[config.mk]
export PLATFORM = sky130hd
export DESIGN_NAME = utf8_accent_fold_unit_flat
export DESIGN_NICKNAME = d
export VERILOG_FILES = /design/src/design/uaf_pkg.sv /design/src/design/uaf_stream_if.sv /design/src/design/utf8_accent_fold_unit.sv /design/src/design/uaf_scan.sv /design/src/flat_wrapper.sv
export VERILOG_INCLUDE_DIRS = /design/src /design/src/design
export SDC_FILE = /design/constraint.sdc
export NUM_CORES = 1
export LEC_CHECK = 0
export ABC_CLOCK_PERIOD_IN_PS = 37700
export BUFFER_PORTS_ARGS = -buffer_cell sky130_fd_sc_hd__buf_2
export CAP_MARGIN = 10
export CELL_PAD_IN_SITES_DETAIL_PLACEMENT = 1
export CELL_PAD_IN_SITES_GLOBAL_PLACEMENT = 2
export CORE_ASPECT_RATIO = 0.5
export CORE_UTILIZATION = 42
export CTS_CLUSTER_DIAMETER = 120
export DETAILED_ROUTE_END_ITERATION = 16
export GPL_TIMING_DRIVEN = 0
export PLACE_DENSITY = 0.89
export SLEW_MARGIN = 10
export SYNTH_ARGS = -nofsm -noshare
export SYNTH_HDL_FRONTEND = slang
export SYNTH_SLANG_ARGS = --single-unit
[constraint.sdc]
create_clock -name clk -period 37.7 [get_ports clk]
set_input_delay 0 -clock clk [delete_from_list [all_inputs] [get_ports clk]]
set_output_delay 0 -clock clk [all_outputs]
set_load 0.05 [all_outputs]
[src/design/assert_macros.svh]
// Assertion macros shared by the utf8 accent fold design.
`ifndef ASSERT_MACROS_SVH
`define ASSERT_MACROS_SVH
`ifndef NO_ASSERTIONS
`define UAF_ASSERT_ALWAYS(lbl, expr) \
  lbl: assert property (@(posedge clk) disable iff (rst) (expr)) \
    else $error("assertion failed");
`define UAF_ASSERT_NEXT(lbl, ante, cons) \
  lbl: assert property (@(posedge clk) disable iff (rst) (ante) |=> (cons)) \
    else $error("assertion failed");
`else
`define UAF_ASSERT_ALWAYS(lbl, expr)
`define UAF_ASSERT_NEXT(lbl, ante, cons)
`endif
`endif

[src/design/uaf_pkg.sv]
// Types, byte constants and decode functions for the utf8 accent fold unit.
package uaf_pkg;

  localparam int unsigned WinDepth = 3;
  localparam int unsigned BufDepth = 4;
  localparam int unsigned MaxRes   = 4;

  localparam logic [7:0] LeadMin   = 8'hC0;
  localparam logic [7:0] Mask2     = 8'hE0;
  localparam logic [7:0] Mask3     = 8'hF0;
  localparam logic [7:0] Mask4     = 8'hF8;
  localparam logic [7:0] Lead3     = 8'hE0;
  localparam logic [7:0] Lead4     = 8'hF0;
  localparam logic [7:0] LeadE2    = 8'hE2;
  localparam logic [7:0] LeadC2    = 8'hC2;
  localparam logic [7:0] LeadC3    = 8'hC3;
  localparam logic [7:0] Cont80    = 8'h80;
  localparam logic [7:0] DashLo    = 8'h90;
  localparam logic [7:0] DashHi    = 8'h95;
  localparam logic [7:0] NnbspB3   = 8'hAF;
  localparam logic [7:0] NbspB2    = 8'hA0;
  localparam logic [7:0] ContMax   = 8'hBF;
  localparam logic [7:0] AsciiDash = 8'h2D;
  localparam logic [7:0] AsciiSp   = 8'h20;
  localparam logic [4:0] Low5      = 5'h1F;
  localparam logic [5:0] Low6      = 6'h3F;
  localparam logic [10:0] CombLo   = 11'h300;
  localparam logic [10:0] CombHi   = 11'h36F;

  typedef struct packed {
    logic [7:0] in_byte;
    logic       end_of_string;
  } in_req_t;

  typedef struct packed {
    logic [7:0] out_byte;
    logic       has_byte;
    logic       string_done;
  } out_res_t;

  typedef struct packed {
    logic [1:0] consume;
    logic       has;
    logic [7:0] ob;
  } decision_t;

  function automatic logic [2:0] seq_length(input logic [7:0] c);
    logic [2:0] len;
    len = 3'd1;
    if (c >= LeadMin) begin
      if ((c & Mask2) == LeadMin) len = 3'd2;
      else if ((c & Mask3) == Lead3) len = 3'd3;
      else if ((c & Mask4) == Lead4) len = 3'd4;
    end
    return len;
  endfunction

  function automatic logic [7:0] fold_char(input logic [5:0] idx);
    logic [7:0] f;
    unique case (idx)
      6'd0, 6'd1, 6'd2, 6'd3, 6'd4, 6'd5, 6'd6: f = "A";
      6'd7:                                    f = "C";
      6'd8, 6'd9, 6'd10, 6'd11:                f = "E";
      6'd12, 6'd13, 6'd14, 6'd15:              f = "I";
      6'd16:                                   f = "D";
      6'd17:                                   f = "N";
      6'd18, 6'd19, 6'd20, 6'd21, 6'd22, 6'd24: f = "O";
      6'd25, 6'd26, 6'd27, 6'd28:              f = "U";
      6'd29:                                   f = "Y";
      6'd30:                                   f = "T";
      6'd31:                                   f = "s";
      6'd32, 6'd33, 6'd34, 6'd35, 6'd36, 6'd37, 6'd38: f = "a";
      6'd39:                                   f = "c";
      6'd40, 6'd41, 6'd42, 6'd43:              f = "e";
      6'd44, 6'd45, 6'd46, 6'd47:              f = "i";
      6'd48:                                   f = "d";
      6'd49:                                   f = "n";
      6'd50, 6'd51, 6'd52, 6'd53, 6'd54, 6'd56: f = "o";
      6'd57, 6'd58, 6'd59, 6'd60:              f = "u";
      6'd61, 6'd63:                            f = "y";
      6'd62:                                   f = "t";
      default:                                 f = 8'h00;
    endcase
    return f;
  endfunction

  function automatic decision_t decide(input logic [7:0] c, input logic [7:0] p1,
                                       input logic [7:0] p2, input logic [2:0] len);
    decision_t d;
    logic [10:0] cp;
    logic [7:0] f;
    d.consume = 2'd1;
    d.has     = 1'b1;
    d.ob      = c;
    cp = {c[4:0] & Low5, p1[5:0] & Low6};
    f  = fold_char(p1[5:0]);
    if (len == 3'd3 && c == LeadE2 && p1 == Cont80 && p2 >= DashLo && p2 <= DashHi) begin
      d.ob = AsciiDash;
      d.consume = 2'd3;
    end else if (len == 3'd3 && c == LeadE2 && p1 == Cont80 && p2 == NnbspB3) begin
      d.ob = AsciiSp;
      d.consume = 2'd3;
    end else if (len == 3'd2 && c == LeadC2 && p1 == NbspB2) begin
      d.ob = AsciiSp;
      d.consume = 2'd2;
    end else if (len == 3'd2 && cp >= CombLo && cp <= CombHi) begin
      d.has = 1'b0;
      d.consume = 2'd2;
    end else if (len == 3'd2 && c == LeadC3 && p1 >= Cont80 && p1 <= ContMax
                 && f != 8'h00) begin
      d.ob = f;
      d.consume = 2'd2;
    end
    return d;
  endfunction

endpackage

[src/design/uaf_stream_if.sv]
// Valid/ready request channel carrying one packed payload.
interface uaf_stream_if #(parameter type payload_t = logic);
  logic     valid;
  logic     ready;
  payload_t payload;

  modport source (output valid, output payload, input ready);
  modport sink (input valid, input payload, output ready);
endinterface

[src/design/utf8_accent_fold_unit.sv]
// Top level of the utf8 accent fold unit: streams UTF-8 bytes in, folded ASCII bytes out.
//
// ingress takes one byte of a UTF-8 string per request, with end_of_string on the
// final byte. egress gives result requests: a byte with has_byte set, or a bare end
// marker (has_byte clear) when a string ends with nothing left to send; string_done
// marks the last result of each string.
// Bytes of an incomplete multi-byte sequence wait in a window of up to three bytes
// and produce nothing until the sequence completes or the string ends.
// The first result of a request appears on egress the cycle after it is accepted.
// A request yields zero to four results, sent one per cycle while egress is ready,
// from a result register bank; the next request is taken in the cycle the last of
// them leaves, so with one result or fewer per request and egress ready the unit
// accepts a request every cycle. When egress stalls, the results hold and ingress
// stays low on ready until the bank can be refilled. Reset (rst, synchronous)
// empties the window and drops any results not yet taken.
module utf8_accent_fold_unit
  import uaf_pkg::*;
(
  input logic          clk,
  input logic          rst,
  uaf_stream_if.sink   ingress,
  uaf_stream_if.source egress
);

`include "assert_macros.svh"

  logic [7:0] win_bytes [WinDepth];
  logic [1:0] win_count;
  out_res_t   res [MaxRes];
  logic [2:0] res_count;

  out_res_t   scan_res [MaxRes];
  logic [2:0] scan_count;
  logic [7:0] win_bytes_next [WinDepth];
  logic [1:0] win_count_next;
  in_req_t    req;
  logic       accept;
  logic       drain;

  assign req = ingress.payload;

  uaf_scan u_scan (
    .win_bytes      (win_bytes),
    .win_count      (win_count),
    .req            (req),
    .res            (scan_res),
    .res_count      (scan_count),
    .win_bytes_next (win_bytes_next),
    .win_count_next (win_count_next)
  );

  assign egress.valid   = (res_count != 3'd0);
  assign egress.payload = res[0];
  assign drain          = egress.valid & egress.ready;
  assign ingress.ready  = (res_count == 3'd0) | ((res_count == 3'd1) & egress.ready);
  assign accept         = ingress.valid & ingress.ready;

  always_ff @(posedge clk) begin
    if (rst) begin
      win_count <= 2'd0;
      res_count <= 3'd0;
    end else if (accept) begin
      win_count <= win_count_next;
      res_count <= scan_count;
    end else if (drain) begin
      res_count <= res_count - 3'd1;
    end
  end

  always_ff @(posedge clk) begin
    if (accept) begin
      win_bytes <= win_bytes_next;
      res       <= scan_res;
    end else if (drain) begin
      for (int i = 0; i < MaxRes - 1; i++) res[i] <= res[i + 1];
    end
  end

  `UAF_ASSERT_ALWAYS(a_res_bound, res_count <= 3'd4)
  `UAF_ASSERT_ALWAYS(a_accept_empty, !accept || res_count == 3'd0 || drain)
  `UAF_ASSERT_NEXT(a_end_clears_win, accept && req.end_of_string, win_count == 2'd0)
  `UAF_ASSERT_NEXT(a_end_has_result, accept && req.end_of_string, res_count != 3'd0)

endmodule

[src/design/uaf_scan.sv]
// Window scan: decodes pending bytes plus one new byte into results and the next window.
module uaf_scan
  import uaf_pkg::*;
(
  input  logic [7:0] win_bytes [WinDepth],
  input  logic [1:0] win_count,
  input  in_req_t    req,
  output out_res_t   res [MaxRes],
  output logic [2:0] res_count,
  output logic [7:0] win_bytes_next [WinDepth],
  output logic [1:0] win_count_next
);

  logic [7:0] buf_b [BufDepth];
  logic [2:0] n;
  logic [2:0] pos;
  logic [2:0] nout;
  logic [2:0] avail;
  logic [2:0] len;
  logic [2:0] rem;
  logic [1:0] last;
  logic       run;
  logic [7:0] c;
  decision_t  d;

  always_comb begin
    for (int i = 0; i < BufDepth; i++) begin
      if (i < int'(win_count)) buf_b[i] = win_bytes[i];
      else if (i == int'(win_count)) buf_b[i] = req.in_byte;
      else buf_b[i] = 8'h00;
    end
    n    = {1'b0, win_count} + 3'd1;
    pos  = 3'd0;
    nout = 3'd0;
    run  = 1'b1;
    for (int i = 0; i < MaxRes; i++) res[i] = '0;

    for (int k = 0; k < BufDepth; k++) begin
      c     = buf_b[pos[1:0]];
      len   = seq_length(c);
      avail = n - pos;
      d     = decide(c, buf_b[2'(pos + 3'd1)], buf_b[2'(pos + 3'd2)], len);
      if (run && pos < n) begin
        if (len > avail) begin
          if (!req.end_of_string) begin
            run = 1'b0;
          end else begin
            res[nout[1:0]] = '{out_byte: c, has_byte: 1'b1, string_done: 1'b0};
            nout = nout + 3'd1;
            pos  = pos + 3'd1;
          end
        end else begin
          if (d.has) begin
            res[nout[1:0]] = '{out_byte: d.ob, has_byte: 1'b1, string_done: 1'b0};
            nout = nout + 3'd1;
          end
          pos = pos + {1'b0, d.consume};
        end
      end
    end

    last = 2'(nout - 3'd1);
    if (req.end_of_string) begin
      if (nout == 3'd0) begin
        res[0] = '{out_byte: 8'h00, has_byte: 1'b0, string_done: 1'b1};
        nout = 3'd1;
      end else begin
        res[last].string_done = 1'b1;
      end
    end
    res_count = nout;

    rem = n - pos;
    for (int i = 0; i < WinDepth; i++) begin
      win_bytes_next[i] = buf_b[2'(pos + 3'(i))];
    end
    win_count_next = req.end_of_string ? 2'd0 : rem[1:0];
  end

endmodule
[src/flat_wrapper.sv]
// flat-port wrapper written by rule: the top's interface ports become plain ports
module utf8_accent_fold_unit_flat import uaf_pkg::*;
  (clk, rst, ingress_valid, ingress_payload, ingress_ready, egress_valid, egress_payload, egress_ready);
  uaf_stream_if ingress_i ();
  uaf_stream_if egress_i ();
  input logic clk;
  input logic rst;
  input wire logic [$bits(ingress_i.valid)-1:0] ingress_valid;
  input wire logic [$bits(ingress_i.payload)-1:0] ingress_payload;
  output wire logic [$bits(ingress_i.ready)-1:0] ingress_ready;
  output wire logic [$bits(egress_i.valid)-1:0] egress_valid;
  output wire logic [$bits(egress_i.payload)-1:0] egress_payload;
  input wire logic [$bits(egress_i.ready)-1:0] egress_ready;
  assign ingress_i.valid = ingress_valid;
  assign ingress_i.payload = ingress_payload;
  assign ingress_ready = ingress_i.ready;
  assign egress_valid = egress_i.valid;
  assign egress_payload = egress_i.payload;
  assign egress_i.ready = egress_ready;
  utf8_accent_fold_unit u_core (.clk(clk), .rst(rst), .ingress(ingress_i), .egress(egress_i));
endmodule
==> impl_metrics.py <==
metrics = {
    "die": {
        "core_um2": 12050,
        "rows": 28,
        "die_x_um": 160.6,
        "io_pins": 8,
        "die_area_um2": 13060,
        "start_util": 0.4385,
        "die_h_um": 81.32,
    },
    "grt": {
        "grt_overflow_total": 0,
        "grt_max_degree": 31,
        "track_usage": 0.3521,
        "grt_pass1_vias": 5857,
        "grt_pass1_wl_um": 34160,
        "antenna_found_initial": 0,
    },
    "worst_setup_path": {
        "startpoint_type": "flip-flop",
        "cp_max_fo": 12,
        "slowest_stage": "nor4b_1",
        "crit_type": "flip-flop to flip-flop",
        "worst_setup_path_end_kind": "flip-flop",
        "cpPeakStageDelay_ns": 0.90,
        "cp.required_ns": 37.92,
        "arrival_ns": 17.98,
    },
    "cts": {
        "path_clk_slew_ns": 0.07,
        "clk_path_buf_depth": 2,
        "cts_setup_buffers": 0,
        "cts.sinks": 33,
        "clk_latency_ns": 0.30,
        "tritoncts": "built",
        "clockRootBuffer": "clkbuf_16",
        "numCtsBuffers": 5,
        "cts_max_level": 2,
    },
    "yosys": {
        "synth-edff-count": 28,
        "yosys.area_share.xor_xnor": 0.01491,
        "synth_top_family_by_area": "simple AND/OR/NAND/NOR gates",
        "yosysTopAreaCell": "edfxtp_1",
        "synth_compound_gate_area_share": 0.2876,
        "yosys_warnings": 0,
        "synthAdderAreaFrac": 0.1080,
        "synthesis.nets": 762,
        "yosysUniqueCellTypes": 86,
        "ys_ff_latch": 33,
        "synth-simple-area-share": 0.2950,
        "synthCells": 715,
        "synth.most_common_cell": "nand2_1",
        "seq_area_frac_synth": 0.1780,
        "synth_area_leaders": "edfxtp_1 16%, ha_1 8.5%, nand2_1 6.3%",
        "synthFlopType": "edfxtp_1",
        "synth_mux_area_frac": 0.05682,
        "synth_top_area_share": 0.1591,
        "ys_async_sr_fraction": 0,
        "synth_area_um2": 5285,
        "ys_top_cells_by_count": "88 x nand2_1, 54 x nor2_1, 51 x a21oi_1, 36 x ha_1, 35 x o21ai_0",
        "syn_area_per_cell_um2": 7.392,
    },
    "timing": {
        "slew_headroom": 0.2063,
        "rsz0062_at_grt": "false",
        "hold_viol": 0,
        "finalWorstSetupSlack_ns": 19.94,
        "post-route-min-period_ns": 17.76,
        "skew_ns": 0.009555,
        "setup_viol": 0,
        "tightestPinTransition_ns": 1.183,
        "fin_tns_setup_ns": 0,
        "period_share": 0.4711,
        "timing.fmax_mhz": 56.31,
        "drv_slew": 0,
    },
    "route": {
        "drc": 0,
        "drt_iter0_drc": 575,
        "dr_wl_met2_um": 8918,
        "top_layer": "met4",
        "antenna_left": 0,
        "routed_wl_um": 22360,
        "vias": 6051,
        "m1WireLength_um": 10400,
        "wire_per_inst_um": 24.98,
        "via_per_inst": 6.761,
        "firstDrtPassIters": 5,
        "met3_length_um": 2524,
    },
    "place": {
        "place.gp.congestion": 0.9787,
        "hpwl_um": 17330,
        "place_inst": 887,
        "dp_slack_ns": 20.58,
        "portBuffers": 7,
    },
    "run_status": {
        "status": "complete, no violations",
    },
    "cells_and_area": {
        "fillers": 1588,
        "syn_to_final_growth_pct": 7.339,
        "multiInputGateArea_um2": 4029,
        "final_layout_size_suffix_gt1_frac": 0.07397,
        "fin_nets": 777,
        "fin_cells": 895,
        "diodes": 0,
        "seq_area_um2": 940.9,
    },
    "power": {
        "ir_worst_vdd_uv": 81.49,
        "p_per_area_nw_per_um2": 78.18,
        "totalPowerFinal_uw": 443.5,
        "p_leak_uw": 0.001994,
    },
    "job": {
        "cap_violations": 0,
    },
    "worst_hold_path": {
        "min_path_type": "input pin to flip-flop",
    },
}
registers in the layout (all words and copies together), names as in the netlist:
register,flops
u_core.egress.payload,1
u_core.win_count,2
u_core.win_bytes,24
u_core.res_count,3
u_core.res,3
per-layer routing:
layer,global-route usage,vias up
met4,0.1057,0
met2,0.5229,320
met1,0.4983,2933
met3,0.08682,49
met5,0,-
li1,-,2749
worst max-delay path: cells and delay by family (launching register included):
family          cells  cell delay (ns)
mux                 1             0.32
xor+xnor            1             0.16
compound gates     17             5.27
flops               1             0.45
buf+inv            19             4.32
fa+ha+maj           9             3.20
simple gates       14             3.93
cell type report:
type                    instances  area share
clock buffers                   5     0.02206
flip-flops and latches         33      0.1659
multi-input cells             604      0.7102
repair buffers                  8    0.007940
clock inverters                 2    0.001985
well taps                     165     0.03639
plain buffers                  41     0.03022
inverters                      37     0.02536
cell families (layout without fill, tap and decap cells):
family / after synthesis / count (layout)
fa+ha+maj: 42 / 42
flops: 33 / 33
compound gates: 223 / 223
simple gates: 301 / 301
xor+xnor: 9 / 9
mux: 29 / 29
buf+inv: 78 / 93
worst paths after layout:
path                       start                     to  slack [ns]  cells past startpoint
max          u_core.win_count[1]    u_core.win_count[1]       19.94                     61
min                 egress_ready    u_core.res_count[2]        0.11                      4
max reg2reg  u_core.win_count[1]    u_core.win_count[1]       19.94                     61
min reg2reg       u_core.res[20]  u_core.egress.payload        0.53                      2
report_power, final:
group | switching [uW] | internal, uW
clock | 18.2 | 23.9
combinational | 245 | 87.4
sequential | 11.7 | 57.0
layout by cell type, fill, tap and decap left out, types with 4 or more instances in the layout:
cell       count
and2_1        17
o221ai_1      16
o22ai_1       30
ha_1          36
mux2i_1       23
o31ai_1        7
a31oi_1        7
a211o_1        5
and3_1         8
o21ai_0       35
a2bb2oi_1      4
nand2_1       88
a21oi_1       51
nor3_1        19
buf_2         20
nor4_1         7
nor2_1        54
xor2_1         6
nand2b_1      11
edfxtp_1      28
mux2_2         5
dfxtp_1        5
a21o_1         5
or4_1          5
inv_1         32
nand4_1       13
o211ai_1       8
a211oi_1       9
clkbuf_16      5
fa_1           6
or3_1          7
clkbuf_1      26
nor2b_1       11
o21a_1         5
nand3_1       34
what timing repair did:
action / in CTS / in global routing
endpoints found under the hold margin: 3 / 0
setup endpoints to repair: 0 / 0
hold buffers: 1 / 0
gates resized for setup: 0 / 0
through the flow:
stage	cell area [um^2]	util	hold slack [ns]
final	5673	0.4707	0.1105
after CTS	5673	0.4707	0.1102
after global placement	5527	0.4586	0.2633
after global routing	5673	0.4707	0.1313
after detailed placement	5527	0.4586	0.2655
after floorplan	5285	-	0.07238
Note: power is estimated with default switching activity, not from simulation.
